--- src/rtl/core/dhtc_pkg.sv ---
// Package for the detector hit timing classifier.
// Holds widths, sizes, register indexes and shared types; no dependencies.
`default_nettype none
package dhtc_pkg;
  localparam int NUM_MODULES = 16;
  localparam int MAX_HITS = 1024;
  localparam int PIXELS_PER_GROUP = 8;
  localparam int PIXEL_SPAN = 512;
  localparam int GROUPS = (PIXEL_SPAN + PIXELS_PER_GROUP - 1) / PIXELS_PER_GROUP;
  localparam int MOD_W = 4;
  localparam int GRP_W = $clog2(GROUPS);
  localparam int KEY_W = MOD_W + GRP_W;
  localparam int HIT_AW = $clog2(MAX_HITS);
  localparam int CNT_W = 11;
  localparam int EP_W = 8;
  localparam int QDEPTH = 4;
  localparam int QAW = 2;
  localparam logic signed [17:0] NO_REF = -18'sd99999;

  typedef enum logic [2:0] {
    REG_HEIGHT_LOW = 3'd0, REG_HEIGHT_HIGH = 3'd1, REG_WIDTH_LOW = 3'd2,
    REG_WIDTH_HIGH = 3'd3, REG_PART_LOW = 3'd4, REG_PART_HIGH = 3'd5,
    REG_LASER_LOW = 3'd6, REG_LASER_HIGH = 3'd7
  } reg_idx_t;

  typedef enum logic [2:0] {
    ST_WIPE, ST_LOAD, ST_STORE, ST_REPLAY, ST_EMIT, ST_CLEAR
  } state_t;

  typedef struct packed {
    logic             keep;
    logic             last;
    logic             good;
    logic             cal;
    logic [MOD_W-1:0] mod;
    logic [GRP_W-1:0] grp;
    logic signed [15:0] t;
  } qitem_t;

  typedef struct packed {
    logic signed [17:0] part_low;
    logic signed [17:0] part_high;
    logic signed [17:0] laser_low;
    logic signed [17:0] laser_high;
  } win_t;
endpackage
`default_nettype wire

--- src/rtl/core/dhtc_front.sv ---
// Front end: accepts hits, checks module and pulse windows, pushes to queue.
// Depends on dhtc_pkg.
`default_nettype none
module dhtc_front import dhtc_pkg::*; (
  input  wire logic        clk,
  input  wire logic        rst_n,
  input  wire logic        in_valid,
  output logic             in_ready,
  input  wire logic [4:0]  in_module_id,
  input  wire logic [9:0]  in_pixel_id,
  input  wire logic [2:0]  in_asic_channel,
  input  wire logic signed [15:0] in_raw_time,
  input  wire logic [11:0] in_pulse_height,
  input  wire logic [7:0]  in_pulse_width,
  input  wire logic        in_last_hit,
  input  wire logic [11:0] height_low,
  input  wire logic [11:0] height_high,
  input  wire logic [7:0]  width_low,
  input  wire logic [7:0]  width_high,
  output qitem_t           q_data,
  output logic             q_valid,
  input  wire logic        q_pop
);
  qitem_t q_mem [QDEPTH];
  logic [QAW:0] cnt_r, cnt_nxt;
  logic [QAW-1:0] wp_r, rp_r;
  logic push;
  logic [9:0] pm1;
  qitem_t it;

  assign in_ready = cnt_r != QDEPTH[QAW:0];
  assign push = in_valid && in_ready;
  assign q_valid = cnt_r != '0;
  assign q_data = q_mem[rp_r];

  always_comb begin
    pm1 = in_pixel_id - 10'd1;
    it.keep = in_module_id != 5'd0 && in_module_id <= 5'(NUM_MODULES);
    it.last = in_last_hit;
    it.good = !(in_pulse_height < height_low || in_pulse_height > height_high ||
                in_pulse_width < width_low || in_pulse_width > width_high);
    it.cal = in_asic_channel == 3'd0;
    it.mod = MOD_W'(in_module_id - 5'd1);
    it.grp = (in_pixel_id == 10'd0) ? '0 : GRP_W'(pm1 / 10'(PIXELS_PER_GROUP));
    it.t = in_raw_time;
    cnt_nxt = cnt_r + (QAW+1)'(push) - (QAW+1)'(q_pop);
  end

  always_ff @(posedge clk) begin
    if (push) q_mem[wp_r] <= it;
    if (!rst_n) begin
      cnt_r <= '0; wp_r <= '0; rp_r <= '0;
    end else begin
      cnt_r <= cnt_nxt;
      if (push) wp_r <= wp_r + 1'b1;
      if (q_pop) rp_r <= rp_r + 1'b1;
    end
  end
endmodule
`default_nettype wire

--- config.mk ---
export PLATFORM = sky130hd
export DESIGN_NAME = dhtc_front
export DESIGN_NICKNAME = d
export VERILOG_FILES = /design/src/rtl/core/dhtc_pkg.sv /design/src/rtl/core/dhtc_front.sv
export SDC_FILE = /design/constraint.sdc
export NUM_CORES = 1
export LEC_CHECK = 0
export BUFFER_PORTS_ARGS = -buffer_cell sky130_fd_sc_hd__buf_2
export CORE_ASPECT_RATIO = 0.7
export CORE_MARGIN = 10
export CORE_UTILIZATION = 40
export DETAILED_ROUTE_END_ITERATION = 7
export HOLD_SLACK_MARGIN = 0.05
export SLEW_MARGIN = 20
export SYNTH_ARGS = -nofsm -noshare
export SYNTH_HDL_FRONTEND = slang
export SYNTH_SLANG_ARGS = --single-unit
--- constraint.sdc ---
create_clock -name clk -period 2.3 [get_ports clk]
set_input_delay 0.46 -clock clk [delete_from_list [all_inputs] [get_ports clk]]
set_output_delay 0.46 -clock clk [all_outputs]
set_load 0.01 [all_outputs]
### Word level (Yosys, flattened, before mapping)

Memories as Yosys holds them, arrays and structs flattened. A register that Yosys moved wholly into a read port is not among the register bits.
Index checks and enable logic that the tools add are counted.

| word-level totals | value |
|---|---|
| flip-flop bits (word level) | 7 |
| memory bits (writable) | 120 |
| input bits | 99 |
| output and inout port bits | 32 |
| logic and storage cells | 31 |
| memories | 1 |

| operators by class | value |
|---|---|
| $add $sub $neg | 6 |
| order comparisons | 5 |
| equal/unequal tests | 1 |
| muxes and demuxes | 5 |
| reductions and logical operators | 10 |

Memory list:

| memory | words | width | read ports | clocked after Yosys merged registers in | write ports | RTL line | source |
|---|---|---|---|---|---|---|---|
| q_mem | 4 | 30 | 1 | 1 | 1 | dhtc_front.sv:24 | `qitem_t q_mem [QDEPTH];` |

Operators with widths:

| operator | number |
|---|---|
| $gt A12 B12 Y1 | 1 |
| $lt A12 B12 Y1 | 1 |
| $logic_not A10 Y1 | 1 |
| $sub A9 B1 Y9 const B | 1 |
| $gt A8 B8 Y1 | 1 |
| $lt A8 B8 Y1 | 1 |
| $mux W6 | 1 |
| $le A5 B5 Y1 const B | 1 |
| $reduce_bool A5 Y1 | 1 |
| $add A2 B1 Y2 const B | 2 |
| $mux W2 | 2 |
| $sub A4 B1 Y4 const B | 1 |
| $add A3 B1 Y3 | 1 |
| $logic_not A3 Y1 | 1 |
| $logic_or A1 B1 Y1 | 3 |
| $ne A3 B3 Y1 const B | 1 |
| $reduce_bool A3 Y1 | 1 |
| $sub A3 B1 Y3 | 1 |
| $logic_and A1 B1 Y1 | 2 |
| $mux W1 | 2 |
| $logic_not A1 Y1 | 1 |

### Logic depth before layout (Yosys ltp)

| depth | value |
|---|---|
| depth after elaboration | 5 |
| depth in mapped cells | 10 |
| depth with buffers taken out | 10 |

### Least setup slack after synthesis

No wires, ideal clock.

| timing | value |
|---|---|
| path kind | input -> register |
| start | in in_pixel_id[3] |
| end | mem q_mem[0][17] (netlist name) (data pin) |
| setup time | 0.288 ns |
| data arrival time | 2.165 ns |
| slack | -0.153 ns |
| stages | 6 |
| buffers on the path | 1 |
| path through | or4_4 -> or3_4 -> or2_1 -> clkbuf_2 -> nor4_1 -> nor2_1 |

RTL lines:

| what | RTL line | source |
|---|---|---|
| start, declared | dhtc_front.sv:10 | `input wire logic [9:0] in_pixel_id,` |
| end, declared | dhtc_front.sv:24 |  |

==> metrics.txt <==
status finished, final reports clean; number of H-tree levels 4; synth cell count leaders edfxtp_1 (120), inv_1 (48), ha_1 (45); Synth area leader edfxtp_1; WL final 12.8 mm; GRT overflow 0; top-count cell post-synth edfxtp_1; final max-slew violation count 0; Syn Area/Cell 16.1 um^2; Setup WS pre-CTS -0.175 ns; fin cells between 700 and 800; YS warnings 0; Die X ~160 um; HP Class input pin to register; Seq/Total Area, Yosys between 60 and 70%; CTS Buffer Depth 2; Min Hold Slack 0.272 ns; port buffer count 130; I/O Pins around 130; global-route wire length before repair 20.1 mm; Synth top area share 61.2%; CTS tree done; Die Outline Area about 0.020 mm^2; P per Cell Area a little over 900 mW/mm^2; CTS clk-pin slew, worst paths approximately 0.060 ns; share of post-route cells with drive strength above 1 approximately two fifths; filler cell count in the final layout approximately 1200; Synth Cell Area between 0.005 and 0.006 mm^2; number of setup buffers added after CTS 0; EDFF count, synth 120; Critical Path Sink Type primary output; post-cts repair resize count 0; async set-reset flop share out of synthesis 0%; Final Total Pwr between 0.006 and 0.007 W; TritonCTS Buffers 17; Data required, critical path approximately 1.8 ns; footprint of the multi-input gates around 0.0019 mm^2; Cell variety after synth 38; hold_sp in_raw_time[1]; syn_nets slightly above 500; residual DRC count 0; ys flop type edfxtp_1; P&R area growth vs syn 28.3%; maximum vdd ir drop around 0.53 mV; final setup vio count 0; Slew headroom 67.7%; Sink Count between 100 and 150; core outline area between 0.01 and 0.015 mm^2; Total Routing Usage GR 13.2%; Worst-Skew Late Latency about 0.4 ns; storage element area about 0.0038 mm^2; Leak Pwr around 3.1 nW; Final Skew 0.00702 ns; largest net degree at the start of global routing 31; largest cells by area after synthesis edfxtp_1 (61%), mux4_2 (11%), ha_1 (9.6%); drt wl/cell between 15 and 20 um; RSZ-0062 raised after global routing false; initial antenna violation count 4; Final Hold Violating Endpoints 0; Die H about 120 um; Row Count 36; Cells after Synth about 370; Root Buffer clkbuf_16; f_max between 400 and 500 MHz; max cap viols 0; critical path class register to primary output; DR vias/cell between 4 and 5; fin crit share between 90% and 100%; nets around 670; First DRT Iteration DRCs between 100 and 150; Tightest Pin Transition 0.472 ns; vias 3509; antenna-violating nets left 0; synthesized flop and latch total about 130; Worst Path Arrival about 1.8 ns; R2R Path Start cnt_r[1]$_SDFF_PN0_; Final WS setup 0.0869 ns; Detailed Place HPWL a little over 9 mm; setup tns final 0 ns; Final GP Congestion slightly below 0.8; initial core utilization between 40% and 50%; vias in the first global route 3872; Startpoint Class register; Final min period ~2.2 ns; 1st-pass router iterations 4; top fanout value on the critical path 15; Post-Place Cells 691
-- flip-flops by register name, indices dropped and copies added (netlist names), named ones only --
name	cells
cnt_r	3
wp_r	2
q_mem	120
rp_r	2
-- kinds of logic after synthesis --
| logic type | count (synthesis) | share of synthesized area [%] |
|---|---|---|
| muxes | 30 | 11.5 |
| DFF | 129 | 64.3 |
| and+or+nand+nor | 57 | 5.38 |
| adders and majority gates | 46 | 9.91 |
| xor gates and xnor gates | 9 | 1.34 |
| AOI/OAI and AO/OA | 39 | 4.06 |
| buffers and inverters | 55 | 3.53 |
-- power breakdown --
| group | switching [W] | internal, W |
|---|---|---|
| combinational | 0.000595 | 0.000516 |
| sequential | 0.0000737 | 0.00286 |
| clock | 0.000982 | 0.00183 |
| total | 0.00165 | 0.00521 |
-- timing repair --
| action | CTS | global route |
|---|---|---|
| hold endpoints to repair | 0 | 0 |
| endpoints found under the setup margin | 0 | 3 |
| hold buffers | 0 | 0 |
-- per-stage QoR --
stage | util, % | instance area [um^2]
CTS | 53.1 | 7510
floorplan | - | 5890
global route | 53.3 | 7540
global placement | 48.7 | 6880
detailed placement | 48.7 | 6880
finish | 53.4 | 7550
-- critical path, cell delays in order, from the launching register on --
cell	delay, ns
dfxtp_2	0.41
buf_12	0.20
mux4_2	0.57
buf_2	0.17
-- final cells by class --
type,count,area share [%]
Clock inverter,14,2.70
Clock buffer,18,5.68
Tap cell,190,3.15
Inverter,48,2.39
Sequential cell,129,50.1
Multi-Input combinational cell,181,25.2
Timing Repair Buffer,144,10.6
Antenna cell,5,0.166
-- worst paths after layout --
path	endpoint	slack [ns]	cells after the start
worst max-delay path	q_data[21]	0.09	3
worst max register to register	cnt_r[2]$_SDFF_PN0_	0.26	10
worst min-delay path	q_mem[3][1]$_DFFE_PP_	0.27	1
worst min register to register	wp_r[1]$_SDFFE_PN0P_	0.51	2
-- cells in the final DEF, fill, tap and decap left out, drive strengths merged, types with 7 or more instances in the layout --
cell	n
nor2	7
mux4	30
and2	8
nand2	12
edfxtp	120
buf	143
inv	52
dfxtp	9
ha	45
clkbuf	19
a21oi	16
o21ai	7
-- per-layer routing --
layer | track usage (%) | wire, um | up-vias
met5 | 0 | 0 | -
met4 | 4.36 | 131 | 0
met3 | 6.17 | 1110 | 8
met2 | 20.9 | 6060 | 96
met1 | 15.6 | 5520 | 1679
li1 | - | - | 1726
(Power assumes the default switching activity.)
